$ cat config.mk
export PLATFORM = sky130hd
export DESIGN_NAME = meter_frame_receiver
export DESIGN_NICKNAME = d
export VERILOG_FILES = /design/src/hw/rtl/mfr_pkg.sv /design/src/hw/rtl/meter_frame_receiver.sv /design/src/hw/rtl/mfr_flag_decode.sv /design/src/hw/rtl/mfr_parser.sv
export SDC_FILE = /design/constraint.sdc
export NUM_CORES = 1
export LEC_CHECK = 0
export BUFFER_PORTS_ARGS = -buffer_cell sky130_fd_sc_hd__buf_2
export CELL_PAD_IN_SITES_DETAIL_PLACEMENT = 0
export CELL_PAD_IN_SITES_GLOBAL_PLACEMENT = 1
export CORE_UTILIZATION = 45
export DETAILED_ROUTE_END_ITERATION = 10
export GPL_ROUTABILITY_DRIVEN = 0
export PLACE_DENSITY_LB_ADDON = 0.1
export SLEW_MARGIN = 10
export SYNTH_ARGS = -nofsm -noshare
export SYNTH_HDL_FRONTEND = slang
export SYNTH_SLANG_ARGS = --single-unit
export TNS_END_PERCENT = 1
$ cat constraint.sdc
create_clock -name clock -period 7.5 [get_ports clock]
set_input_delay 1.125 -clock clock [delete_from_list [all_inputs] [get_ports clock]]
set_output_delay 1.125 -clock clock [all_outputs]
set_load 0.03 [all_outputs]
$ cat src/hw/rtl/mfr_pkg.sv
// shared types and constants of the meter frame receiver
`default_nettype none

package mfr_pkg;

   localparam logic [7:0] START_BYTE      = 8'h10;
   localparam logic [7:0] STX_BYTE        = 8'h02;
   localparam logic [7:0] MAX_LENGTH_RST  = 8'd22;
   // header, checksum and tail bytes around the payload
   localparam logic [8:0] FRAME_OVERHEAD  = 9'd7;
   localparam int unsigned FLAG_BYTES     = 4;
   localparam int unsigned FLAG_IDX_W     = $clog2(FLAG_BYTES);

   typedef enum logic [1:0] {
      STATUS_OK       = 2'd0,
      STATUS_MISMATCH = 2'd1,
      STATUS_INVALID  = 2'd2
   } status_type;

   typedef enum logic [3:0] {
      QTY_NONE        = 4'd0,
      QTY_VOLTAGE     = 4'd1,
      QTY_CURRENT     = 4'd2,
      QTY_RESISTANCE  = 4'd3,
      QTY_CONTINUITY  = 4'd4,
      QTY_FREQUENCY   = 4'd5,
      QTY_DUTY        = 4'd6,
      QTY_CAPACITANCE = 4'd7,
      QTY_TEMPERATURE = 4'd8,
      QTY_POWER       = 4'd9
   } quantity_type;

   typedef enum logic [3:0] {
      UNIT_NONE       = 4'd0,
      UNIT_VOLT       = 4'd1,
      UNIT_AMPERE     = 4'd2,
      UNIT_OHM        = 4'd3,
      UNIT_HERTZ      = 4'd4,
      UNIT_PERCENT    = 4'd5,
      UNIT_FARAD      = 4'd6,
      UNIT_FAHRENHEIT = 4'd7,
      UNIT_CELSIUS    = 4'd8,
      UNIT_DBM        = 4'd9
   } unit_type;

   typedef struct packed {
      quantity_type quantity;
      unit_type     unit;
      logic         times_thousand;
   } decode_type;

   typedef struct packed {
      status_type   status;
      logic [7:0]   command;
      logic [7:0]   payload_length;
      quantity_type quantity;
      unit_type     unit;
      logic         is_ac;
      logic         is_dc;
      logic         is_diode;
      logic         low_battery;
      logic         times_thousand;
   } result_type;

endpackage

`default_nettype wire

$ cat src/hw/rtl/meter_frame_receiver.sv
// meter link frame receiver top level with result register
//
//   channel   direction  handshake          payload
//   req_      in         valid / ready      rx_byte
//   rsp_      out        valid / ready      status .. times_thousand
//   csr_      in         write enable only  max_frame_length
//
// one request per cycle; a result appears in the cycle after the byte that causes it
// the single result register sets the rate: a request is taken when it is empty
// or being drained in the same cycle
// synchronous reset returns to hunting, max_frame_length to 22, no result held
`default_nettype none

module meter_frame_receiver (
   input  wire logic       clock,
   input  wire logic       reset,
   input  wire logic       req_valid,
   output logic            req_ready,
   input  wire logic [7:0] req_rx_byte,
   output logic            rsp_valid,
   input  wire logic       rsp_ready,
   output logic [1:0]      rsp_status,
   output logic [7:0]      rsp_command,
   output logic [7:0]      rsp_payload_length,
   output logic [3:0]      rsp_quantity,
   output logic [3:0]      rsp_unit,
   output logic            rsp_is_ac,
   output logic            rsp_is_dc,
   output logic            rsp_is_diode,
   output logic            rsp_low_battery,
   output logic            rsp_times_thousand,
   input  wire logic       csr_wr_en,
   input  wire logic [7:0] csr_wr_data
);

   logic [7:0]          max_frame_length_ff;
   logic                rsp_valid_ff, rsp_valid_in;
   mfr_pkg::result_type rsp_data_ff;
   logic                step;
   logic                result_valid;
   mfr_pkg::result_type result;

   assign req_ready = !rsp_valid_ff || rsp_ready;
   assign step      = req_valid && req_ready;

   mfr_parser u_parser (
      .clock            (clock),
      .reset            (reset),
      .step             (step),
      .rx_byte          (req_rx_byte),
      .max_frame_length (max_frame_length_ff),
      .result_valid     (result_valid),
      .result           (result)
   );

   assign rsp_valid_in = step ? result_valid : (rsp_valid_ff && !rsp_ready);

   always_ff @(posedge clock) begin
      if (reset) begin
         max_frame_length_ff <= mfr_pkg::MAX_LENGTH_RST;
         rsp_valid_ff        <= 1'b0;
      end else begin
         if (csr_wr_en) max_frame_length_ff <= csr_wr_data;
         rsp_valid_ff <= rsp_valid_in;
      end
   end

   always_ff @(posedge clock) begin
      if (step && result_valid) rsp_data_ff <= result;
   end

   assign rsp_valid          = rsp_valid_ff;
   assign rsp_status         = rsp_data_ff.status;
   assign rsp_command        = rsp_data_ff.command;
   assign rsp_payload_length = rsp_data_ff.payload_length;
   assign rsp_quantity       = rsp_data_ff.quantity;
   assign rsp_unit           = rsp_data_ff.unit;
   assign rsp_is_ac          = rsp_data_ff.is_ac;
   assign rsp_is_dc          = rsp_data_ff.is_dc;
   assign rsp_is_diode       = rsp_data_ff.is_diode;
   assign rsp_low_battery    = rsp_data_ff.low_battery;
   assign rsp_times_thousand = rsp_data_ff.times_thousand;

`ifndef SYNTHESIS
   // a request never overwrites a result that is still waiting
   assert property (@(posedge clock) disable iff (reset)
      step |-> (!rsp_valid_ff || rsp_ready))
      else $error("request accepted over a held result");

   // invalid frames carry no decoded measurement
   assert property (@(posedge clock) disable iff (reset)
      (rsp_valid && rsp_status == mfr_pkg::STATUS_INVALID) |->
         (rsp_quantity == mfr_pkg::QTY_NONE && rsp_unit == mfr_pkg::UNIT_NONE &&
          !rsp_times_thousand && !rsp_is_ac && !rsp_is_dc && !rsp_low_battery))
      else $error("invalid frame with decoded fields");

   // the times-1000 mark only comes with a dBm reading
   assert property (@(posedge clock) disable iff (reset)
      (rsp_valid && rsp_times_thousand) |->
         (rsp_quantity == mfr_pkg::QTY_POWER && rsp_unit == mfr_pkg::UNIT_DBM))
      else $error("times_thousand without dBm");

   // nothing is shown right after reset
   assert property (@(posedge clock)
      reset |=> !rsp_valid)
      else $error("result valid after reset");
`endif

endmodule

`default_nettype wire

$ cat src/hw/rtl/mfr_flag_decode.sv
// quantity and unit decode from the flag bytes, last match wins
`default_nettype none

module mfr_flag_decode (
   input  wire logic [7:0]          flag0,
   input  wire logic [7:0]          flag1,
   output mfr_pkg::decode_type      decode
);

   logic ohm;
   logic cap;

   assign ohm = flag0[7];
   assign cap = flag0[3];

   always_comb begin
      decode = '{quantity: mfr_pkg::QTY_NONE, unit: mfr_pkg::UNIT_NONE,
                 times_thousand: 1'b0};
      if (flag0[2]) begin
         decode.quantity = mfr_pkg::QTY_VOLTAGE;
         decode.unit     = mfr_pkg::UNIT_VOLT;
      end
      if (flag1[1]) begin
         decode.quantity = mfr_pkg::QTY_CURRENT;
         decode.unit     = mfr_pkg::UNIT_AMPERE;
      end
      if (ohm) begin
         // beep bit turns resistance into continuity
         decode.quantity = flag1[0] ? mfr_pkg::QTY_CONTINUITY : mfr_pkg::QTY_RESISTANCE;
         decode.unit     = mfr_pkg::UNIT_OHM;
      end
      if (flag1[2]) begin
         decode.quantity = mfr_pkg::QTY_FREQUENCY;
         decode.unit     = mfr_pkg::UNIT_HERTZ;
      end
      if (flag1[3]) begin
         decode.quantity = mfr_pkg::QTY_DUTY;
         decode.unit     = mfr_pkg::UNIT_PERCENT;
      end
      if (flag0[6]) begin
         decode.quantity = mfr_pkg::QTY_TEMPERATURE;
         decode.unit     = mfr_pkg::UNIT_FAHRENHEIT;
      end
      if (flag0[5]) begin
         decode.quantity = mfr_pkg::QTY_TEMPERATURE;
         decode.unit     = mfr_pkg::UNIT_CELSIUS;
      end
      // capacitance overrides the temperature marks
      if (cap) begin
         decode.quantity = mfr_pkg::QTY_CAPACITANCE;
         decode.unit     = mfr_pkg::UNIT_FARAD;
      end
      if (flag1[5] && !ohm) begin
         decode.quantity       = mfr_pkg::QTY_POWER;
         decode.unit           = mfr_pkg::UNIT_DBM;
         decode.times_thousand = 1'b1;
      end
   end

endmodule

`default_nettype wire

$ cat src/hw/rtl/mfr_parser.sv
// frame state machine: header, payload xor, flag capture and result build
`default_nettype none

module mfr_parser (
   input  wire logic                clock,
   input  wire logic                reset,
   input  wire logic                step,
   input  wire logic [7:0]          rx_byte,
   input  wire logic [7:0]          max_frame_length,
   output logic                     result_valid,
   output mfr_pkg::result_type      result
);

   typedef enum logic [2:0] {
      PH_HUNT, PH_STX, PH_CMD, PH_LEN, PH_PAYLOAD, PH_CHK, PH_TAIL1, PH_TAIL2
   } phase_type;

   phase_type  phase_ff,          phase_in;
   logic [7:0] byte_count_ff,     byte_count_in;
   logic [7:0] command_ff,        command_in;
   logic [7:0] payload_length_ff, payload_length_in;
   logic [7:0] xor_ff,            xor_in;
   logic [7:0] checksum_ff,       checksum_in;
   logic [7:0] flag_ff [mfr_pkg::FLAG_BYTES];
   logic [7:0] flag_in [mfr_pkg::FLAG_BYTES];

   logic [7:0]          count_next;
   mfr_pkg::decode_type decode;

   mfr_flag_decode u_decode (
      .flag0  (flag_ff[0]),
      .flag1  (flag_ff[1]),
      .decode (decode)
   );

   assign count_next = byte_count_ff + 8'd1;

   always_comb begin
      phase_in          = phase_ff;
      byte_count_in     = byte_count_ff;
      command_in        = command_ff;
      payload_length_in = payload_length_ff;
      xor_in            = xor_ff;
      checksum_in       = checksum_ff;
      flag_in           = flag_ff;
      result_valid      = 1'b0;
      result            = '0;
      result.status     = mfr_pkg::STATUS_INVALID;
      if (step) begin
         unique case (phase_ff)
            PH_HUNT: begin
               if (rx_byte == mfr_pkg::START_BYTE) phase_in = PH_STX;
            end
            PH_STX: begin
               if (rx_byte == mfr_pkg::STX_BYTE) begin
                  phase_in = PH_CMD;
               end else begin
                  phase_in     = PH_HUNT;
                  result_valid = 1'b1;
               end
            end
            PH_CMD: begin
               command_in = rx_byte;
               phase_in   = PH_LEN;
            end
            PH_LEN: begin
               payload_length_in = rx_byte;
               if ({1'b0, rx_byte} + mfr_pkg::FRAME_OVERHEAD > {1'b0, max_frame_length}) begin
                  phase_in              = PH_HUNT;
                  result_valid          = 1'b1;
                  result.command        = command_ff;
                  result.payload_length = rx_byte;
               end else begin
                  xor_in        = '0;
                  byte_count_in = '0;
                  for (int i = 0; i < mfr_pkg::FLAG_BYTES; i++) flag_in[i] = '0;
                  phase_in = (rx_byte == 8'd0) ? PH_CHK : PH_PAYLOAD;
               end
            end
            PH_PAYLOAD: begin
               xor_in = xor_ff ^ rx_byte;
               if (byte_count_ff < 8'(mfr_pkg::FLAG_BYTES))
                  flag_in[byte_count_ff[mfr_pkg::FLAG_IDX_W-1:0]] = rx_byte;
               byte_count_in = count_next;
               if (count_next == payload_length_ff) phase_in = PH_CHK;
            end
            PH_CHK: begin
               checksum_in = rx_byte;
               phase_in    = PH_TAIL1;
            end
            PH_TAIL1: begin
               phase_in = PH_TAIL2;
            end
            PH_TAIL2: begin
               phase_in              = PH_HUNT;
               result_valid          = 1'b1;
               result.status         = (checksum_ff == xor_ff) ? mfr_pkg::STATUS_OK
                                                               : mfr_pkg::STATUS_MISMATCH;
               result.command        = command_ff;
               result.payload_length = payload_length_ff;
               result.quantity       = decode.quantity;
               result.unit           = decode.unit;
               result.is_ac          = flag_ff[0][0];
               result.is_dc          = flag_ff[0][1];
               result.is_diode       = flag_ff[0][4];
               result.low_battery    = flag_ff[3][7];
               result.times_thousand = decode.times_thousand;
            end
            default: phase_in = PH_HUNT;
         endcase
      end
   end

   always_ff @(posedge clock) begin
      if (reset) begin
         phase_ff          <= PH_HUNT;
         byte_count_ff     <= '0;
         command_ff        <= '0;
         payload_length_ff <= '0;
         xor_ff            <= '0;
         checksum_ff       <= '0;
         for (int i = 0; i < mfr_pkg::FLAG_BYTES; i++) flag_ff[i] <= '0;
      end else begin
         phase_ff          <= phase_in;
         byte_count_ff     <= byte_count_in;
         command_ff        <= command_in;
         payload_length_ff <= payload_length_in;
         xor_ff            <= xor_in;
         checksum_ff       <= checksum_in;
         flag_ff           <= flag_in;
      end
   end

endmodule

`default_nettype wire

### Yosys cells after proc, flatten, opt, wreduce, memory -nomap -nowiden

Cells that the tools add are included.

* equal/unequal tests: 15
* bitwise gates (word level): 4
* reduce and logical (&&, ||, !) cells: 20
* add/subtract/negate cells: 2
* $lt $le $gt $ge: 4
* muxes and demuxes: 33

Operators by type and width (number)
* $mux W8: 9
* $mux W32: 2
* $pmux W32 S2: 1
* $bwmux W32: 1
* $pmux W16 S2: 1
* $pmux W8 S2: 2
* $pmux W3 S8: 1
* $demux W8 S2: 1
* $eq A8 B8 Y1: 2
* $mux W16: 1
* $eq A3 B3 Y1 const B: 4
* $mux W3: 4
* $add A8 B3 Y9 const B: 1
* $gt A9 B8 Y1: 1
* $mux W9: 1
* $add A8 B1 Y8 const B: 1
* $eq A8 B2 Y1 const B: 1
* $eq A8 B5 Y1 const B: 1
* $logic_not A8 Y1: 1
* $lt A8 B3 Y1 const B: 1
* $reduce_and A2 Y1: 4
* $xor A8 B8 Y8: 1
* $eq A3 B2 Y1 const B: 2
* $mux W1: 6
* other kinds (18): 28

* word-level logic and storage cells: 102
* input bits: 21
* output and inout port bits: 33
* bits in registers: 115

### Logic depth before layout (Yosys ltp)

Gate-level depths: netlist (run 1).

* depth after elaboration: 9
* depth in mapped cells: 14

### Cells and area by module

Synthesis (run 1) repeated with hierarchy kept, for this count alone.

* cell total of the unflattened synthesis: 550
* area total of the unflattened synthesis: 4901.0 µm²

By module, submodules not included
* mfr_parser: cells an instance 456, times used 1, seq. area each 1201.2 µm², area each 3458.3 µm²
* meter_frame_receiver: cells an instance 63, times used 1, seq. area each 1111.1 µm², area each 1275.0 µm²
* mfr_flag_decode: cells an instance 31, times used 1, seq. area each 0.0 µm², area each 167.7 µm²

### Worst setup path before layout (run 1)

OpenSTA, ideal clock, no wires.

* kind: input -> register
* start point: in req_rx_byte[0]
* end point: reg rsp_data_ff (netlist bit rsp_command[0]), enable pin
* required time: 7021 ps
* stages on the path: 12
* path slack: 1571 ps
* arrival time: 5450 ps
* path buffers: 1
* library setup time: 479 ps
* cells stage by stage: buf_2 -> inv_1 -> ha_1 -> nand2b_1 -> and4_4 -> xor2_1 -> ha_1 -> nand4_1 -> o21ai_0 -> a211o_1 -> and2_1 -> a311oi_1

* longest elaborated chain between the ends: 6
* elaborated cells on any way between the ends: 8

Ends and longest elaborated chain
* from (decl): RTL line meter_frame_receiver.sv:19 `input wire logic [7:0] req_rx_byte,`
* $add A8 B3 Y9: RTL line mfr_parser.sv:68 `if ({1'b0, rx_byte} + mfr_pkg::FRAME_OVERHEAD > {1'b0, max_frame_length}) begin`
* $gt A9 B8 Y1: RTL line mfr_parser.sv:68
* $mux W1: RTL line mfr_parser.sv:68
* $pmux W1 S3 *: RTL line mfr_parser.sv:50 `unique case (phase_ff)`
* $mux W1 *: RTL line mfr_parser.sv:49 `if (step) begin`
* $logic_and A1 B1 Y1 *: RTL line meter_frame_receiver.sv:69 `if (step && result_valid) rsp_data_ff <= result;`
* to (signal assigned): RTL line meter_frame_receiver.sv:69
* to (decl): RTL line meter_frame_receiver.sv:38 `mfr_pkg::result_type rsp_data_ff;`

Every way passes the cells marked *; elsewhere a longest branch is shown, timed or not.
A chain may end at the register's enable or synchronous reset.

### Worst setup path in the final report (run 1)

* start point: in req_rx_byte[0]
* end point: reg rsp_data_ff (netlist bit rsp_unit[0]), enable pin

Same word-level chain as after synthesis.

==> flow_summary.toml, run 1 <==
[outcome]
status = "finished, final reports clean"

[power_and_ir_drop]
p_sw_frac = 0.240
power_density_nw_per_um2 = 181
pwr-share-seq = 0.574
p_clk_frac = 0.362
leakagePower_nw = 2.09
p_int_mw = 0.716
p_comb_frac = 0.064
p_switching_mw = 0.226
ir_drop_mv = 0.0961

[route]
vias = 3709
routed_via_density = 5.38
drcViolationCount = 0
final_antenna_net_count = 0
drt-initial-drc-count = 317
drt_pass1_iterations = 4
routed_wl_um = 11000
wire_per_inst_um = 15.9

[synth]
synth_top_area_share = 0.281
avgSynthCellArea_sq_um = 9.14
synth_top_area_cell = "dfxtp_1"
postSynthCellCount = 514
ys_ff_latch = 97
synth.distinct_cells = 54
synth_area_leaders = "dfxtp_1, edfxtp_1, nor2_1"
yosysSeqAreaShare = 0.479
synth_edf_count = 31
synthArstFlopShare = 0
synth_area_sq_um = 4700
yosysWarnings = 0
ys.flop_type = "dfxtp_1"
synth_nets = 549

[clocking]
cts_tree = "built"
cts_max_level = 3
clkLatencyLatePin_ns = 0.36
clock-sinks = 97
cts_inserted_buffers = 9
cts_max_path_buffers = 2
clkTransAtPathRegs_ns = 0.08
cts_setup_buffers = 0
cts_resized = 0
root_buffer = "clkbuf_8"
hold_buffers = 0

[global_route]
grt_max_degree = 57
grtUsageMet3 = 0.0276
met2_usage = 0.333
grt-ovfl-total = 0
grtUsageTotal = 0.213
use_met1 = 0.301
first_global_vias = 3498
grt_pass1_wl_um = 18200
antenna_found_initial = 0
grt.busiest_layer = "met2"

[critical_path]
required_ns = 7.51
setup.worst_path.start_class = "primary input"
end_kind = "register"
worstPathArrival_ns = 3.92
slowest_delay_ns = 0.39
path_delay_family = "buffers and inverters"
crit_type = "primary input to register"
crit_buf_inv = 3
path_cells = "buf_2 > inv_1 > ha_1 > nand2b_1 > and4_4 > xor2_1 > ha_1 > nand4_1 > o21ai_0 > a211o_1 > and2_1 > a311oi_4 > buf_4"
cp_slowest_cell = "buf_4"
cpMostUsedCell = "ha_1"
worstPathMaxFanout = 32

[floorplan]
rows = 36
dieHeight_um = 104
core-area_sq_um = 9950
die_w_um = 104
io_pins = 54
fp.dieArea_sq_um = 10900
start_util = 0.472

[timing]
max_slew_margin = 0.250
fmax_ghz = 0.256
finalSetupViolCount = 0
slew_viol_final = 0
worst_pin_slew_ns = 1.12
setup_tns_ns = 0
finalCritPeriodShare = 0.521
rsz0062_at_grt = "false"
timing.final.crit_period_ns = 3.91
layout_setup_ws_ns = 3.59
fin_skew_ns = 0.0155
hold_viol = 0

[final_layout]
antenna_cells = 0
fin_nets = 586
fin_util = 0.524
syn2layout_area_growth_pct = 11.0
n_fill_cell = 934
design_area_sq_um = 5220
layout-drive-gt1-share = 0.153

[place]
placedInstanceArea_sq_um = 5020
pre_cts_ws_ns = 3.25
dp_hpwl_um = 7610
io_buffers = 53

[worst_hold_path]
hp-class = "register to register"

[job]
maxCapViolations = 0
## area by class of cell
type	count	area, sq um	area share
timing repair buffer	56	288	0.0552
clock inverter	6	67.6	0.0129
clock buffer	10	128	0.0245
inverter	22	82.6	0.0158
tap	133	166	0.0319
sequential	97	2250	0.432
multi-input combinational	365	2230	0.428
## sequential cells by signal, summed over array words and instances, names as in the netlist
name / cells
max_frame_length_ff: 8
rsp_command: 8
rsp_is_ac: 1
rsp_is_dc: 1
rsp_is_diode: 1
rsp_low_battery: 1
rsp_payload_length: 8
rsp_quantity: 4
rsp_status: 2
rsp_times_thousand: 1
rsp_unit: 4
rsp_valid: 1
u_parser.byte_count_ff: 8
u_parser.checksum_ff: 8
u_parser.command_ff: 8
u_parser.flag_ff: 14
u_parser.payload_length_ff: 8
u_parser.phase_ff: 3
u_parser.xor_ff: 8
## path summary, 6_finish.rpt
kind,start,slack [ns],to,depth (start not counted)
worst max-delay path,req_rx_byte[0],3.59,rsp_unit[0],13
worst max register to register,rsp_valid,4.98,u_parser.flag_ff[27],8
worst min-delay path,u_parser.flag_ff[28],0.49,u_parser.flag_ff[28],2
worst min register to register,u_parser.flag_ff[28],0.49,u_parser.flag_ff[28],2
## tightest hold or removal path, delay by kind of cell, from the launching register on
family	cells	cell delay [ns]
DFF	1	0.32
AOI/OAI and AO/OA	2	0.13
## cell families after synthesis
family | count (synthesis) | share of synthesized area
mux | 18 | 0.0383
compound gates | 109 | 0.146
buf+inv | 52 | 0.0493
flops | 97 | 0.479
simple gates | 193 | 0.192
xor+xnor | 31 | 0.0578
fa+ha+maj | 14 | 0.0373
## metrics by stage
step                cells  total power, mW  hold WS [ns]
global placement      673            0.612         0.463
floorplan             514            0.595         0.446
detailed placement    673            0.613         0.474
finish                689            0.943         0.490
global route          689            0.974         0.522
CTS                   689            0.947         0.486
## synth_stat cells (all sizes together), types with 4 or more instances
master	n
nor2	74
dfxtp	66
nand2	54
a21oi	45
edfxtp	31
inv	22
xor2	21
o21ai	20
mux2i	18
buf	17
ha	14
clkbuf	13
and2	12
nand3	11
a22oi	10
nor3	10
xnor2	10
and3	7
a31oi	6
nand2b	5
o211ai	5
nor4	4
or4	4
## per-layer routing
layer,vias up,routed length (um)
li1,1860,-
met1,1728,5280
met2,107,5060
met3,14,481
met4,0,160
met5,-,0
## power groups by stage
stage	clock network (mW)	registers, mW	logic, mW
final	0.341	0.541	0.0601
after floorplan	0	0.553	0.0414
after global routing	0.365	0.542	0.0668
after detailed placement	0	0.554	0.0594
after CTS	0.346	0.541	0.0598
after global placement	0	0.553	0.0587
## placed cells by master, fill, tap and decap left out, drive strengths merged, types with 4 or more instances in the layout
master  instances
a21oi          45
a22oi          10
a31oi           6
and2           12
and3            7
buf            56
clkbuf         10
dfxtp          66
edfxtp         31
ha             14
inv            23
mux2i          18
nand2          54
nand2b          5
nand3          11
nor2           74
nor3           10
nor4            4
o211ai          5
o21ai          20
or4             4
xnor2          10
xor2           21
Note: power is estimated with default switching activity, not from simulation.
==> run 2: changes to the inputs <==
- clock period: 7.5 -> 4 ns (I/O delays scaled with it)
==> flow_summary.toml, run 2 (same netlist as run 1, synthesis figures left out) <==
[timing]
timing.hold.ws_ns = 0.440
layout_setup_ws_ns = 0.728
worst_pin_slew_ns = 0.872
fin_skew_ns = 0.0121
rsz0062_at_grt = "false"
slew_viol_final = 0
hold_viol = 0
setup_tns_ns = 0
finalSetupViolCount = 0
max_slew_margin = 0.416
timing.final.crit_period_ns = 3.27
finalCritPeriodShare = 0.818
fmax_ghz = 0.306

[critical_path]
cp_slowest_cell = "a311oi_4"
worstPathMaxFanout = 17
crit_type = "primary input to register"
crit_buf_inv = 3
cp_num_cells = 13
setup.worst_path.start_class = "primary input"
worstPathArrival_ns = 3.33
cpMostUsedCell = "ha_1"
slowest_delay_ns = 0.32
required_ns = 4.06
rrSetupSlack_ns = 1.61
end_kind = "register"
r2r_cells = 8
path_cells = "buf_2 > inv_1 > ha_1 > nand2b_1 > and4_4 > xor2_1 > ha_1 > nand4_1 > o21ai_0 > a211o_1 > and2_1 > a311oi_4 > buf_4"
reg2reg_to = "rsp_payload_length[7]"
path_delay_family = "compound AO/OA/AOI/OAI gates"
regToRegStartpoint = "max_frame_length_ff[3]"

[place]
io_buffers = 53
pre_cts_ws_ns = 0.347
dp_hpwl_um = 7720

[outcome]
status = "finished, final reports clean"

[floorplan]
io_pins = 54
dieHeight_um = 104
start_util = 0.472
core-area_sq_um = 9950
fp.dieArea_sq_um = 10900
die_w_um = 104
rows = 36

[final_layout]
final_cell_mix = "nor2_1, dfxtp_1, nand2_1, buf_2, a21oi_1"
antenna_cells = 0
final_common_cell = "nor2_1"
largest_reg_flops = 14
fin_nets = 591
regMostFlops = "u_parser.flag_ff"
syn2layout_area_growth_pct = 12.1
layout-drive-gt1-share = 0.160

[global_route]
antenna_found_initial = 0
grt_max_degree = 39
grt-ovfl-total = 0
first_global_vias = 3457
grtUsageTotal = 0.213
grt_pass1_wl_um = 18100

[power_and_ir_drop]
p_switching_mw = 0.409
p_comb_frac = 0.064
ir_drop_mv = 0.260
leakagePower_nw = 2.11
power_density_nw_per_um2 = 338
total_power_mw = 1.78
pwr-share-seq = 0.570
p_int_mw = 1.37
p_clk_frac = 0.366
p_sw_frac = 0.230

[clocking]
root_buffer = "clkbuf_8"
cts_max_path_buffers = 2
clkLatencyLatePin_ns = 0.37
cts_inserted_buffers = 9
cts_resized = 0
cts_setup_buffers = 0
cts_max_level = 3
clkTransAtPathRegs_ns = 0.09
cts_tree = "built"
clock-sinks = 97
hold_buffers = 0

[route]
routed_wl_um = 10900
routed_via_density = 5.36
wire_per_inst_um = 15.7
drt_pass1_iterations = 5
drcViolationCount = 0
final_antenna_net_count = 0
vias = 3723
drt-initial-drc-count = 174

[worst_hold_path]
hp-class = "primary input to register"
min-delay-start = "csr_wr_data[4]"
hold_path_end = "max_frame_length_ff[4]"
whs_path_depth = 3

[job]
maxCapViolations = 0
-- run 2: cell types whose count changed in the layout (fill, tap and decap cells not counted) --
cell and delta:
buf_4 +5, clkbuf_16 +2, clkinvlp_4 -2, bufinv_16 -1
clkbuf_8 +1, clkinv_2 +1, clkinv_4 -1
-- run 2: how the worst max path moves through the flow --
stage,start,end,slack (ns)
after floorplan,req_rx_byte[0],rsp_command[0],0.14
after global placement,req_rx_byte[0],rsp_command[1],0.48
after detailed placement,req_rx_byte[0],rsp_command[5],0.35
after CTS,req_rx_byte[0],rsp_payload_length[5],0.74
after global routing,req_rx_byte[0],rsp_payload_length[7],0.62
final,req_rx_byte[0],rsp_payload_length[7],0.73
-- run 2: through the flow --
step / utilization / area, sq um / instances
3_3_place_gp: 0.508 / 5060 / 678
4_1_cts: 0.529 / 5270 / 694
3_5_place_dp: 0.508 / 5060 / 678
6_report: 0.529 / 5270 / 694
2_1_floorplan: - / 4720 / 514
5_1_grt: 0.529 / 5270 / 694
-- run 2: final cells by class --
class                           count  area, sq um
Fill cell                         956         4680
Sequential cell                    97         2250
Multi-Input combinational cell    365         2230
Timing Repair Buffer               61          325
Clock buffer                       13          191
Tap cell                          133          166
Inverter                           22         82.6
Clock inverter                      3         18.8
-- run 2: power groups by stage --
stage	Sequential (mW)	Clock [mW]	Combinational (mW)
4_1_cts	1.02	0.673	0.115
2_1_floorplan	1.04	0	0.0786
5_1_grt	1.02	0.712	0.125
6_report	1.02	0.652	0.114
3_3_place_gp	1.04	0	0.111
3_5_place_dp	1.04	0	0.114
-- run 2: worst register-to-register path, cell delays in order (launching register included) --
cell and delay (ns):
dfxtp_1 0.35, inv_1 0.06, ha_1 0.29, o211a_1 0.14
o31ai_1 0.06, a211o_1 0.34, and2_1 0.20, a311oi_4 0.32
buf_4 0.30
-- run 2: routing by layer --
layer	vias up	wire, um	GRT usage
li1	1873	-	-
met1	1750	5260	0.295
met2	93	5040	0.332
met3	7	523	0.0526
met4	0	87	0.0561
met5	-	0	0
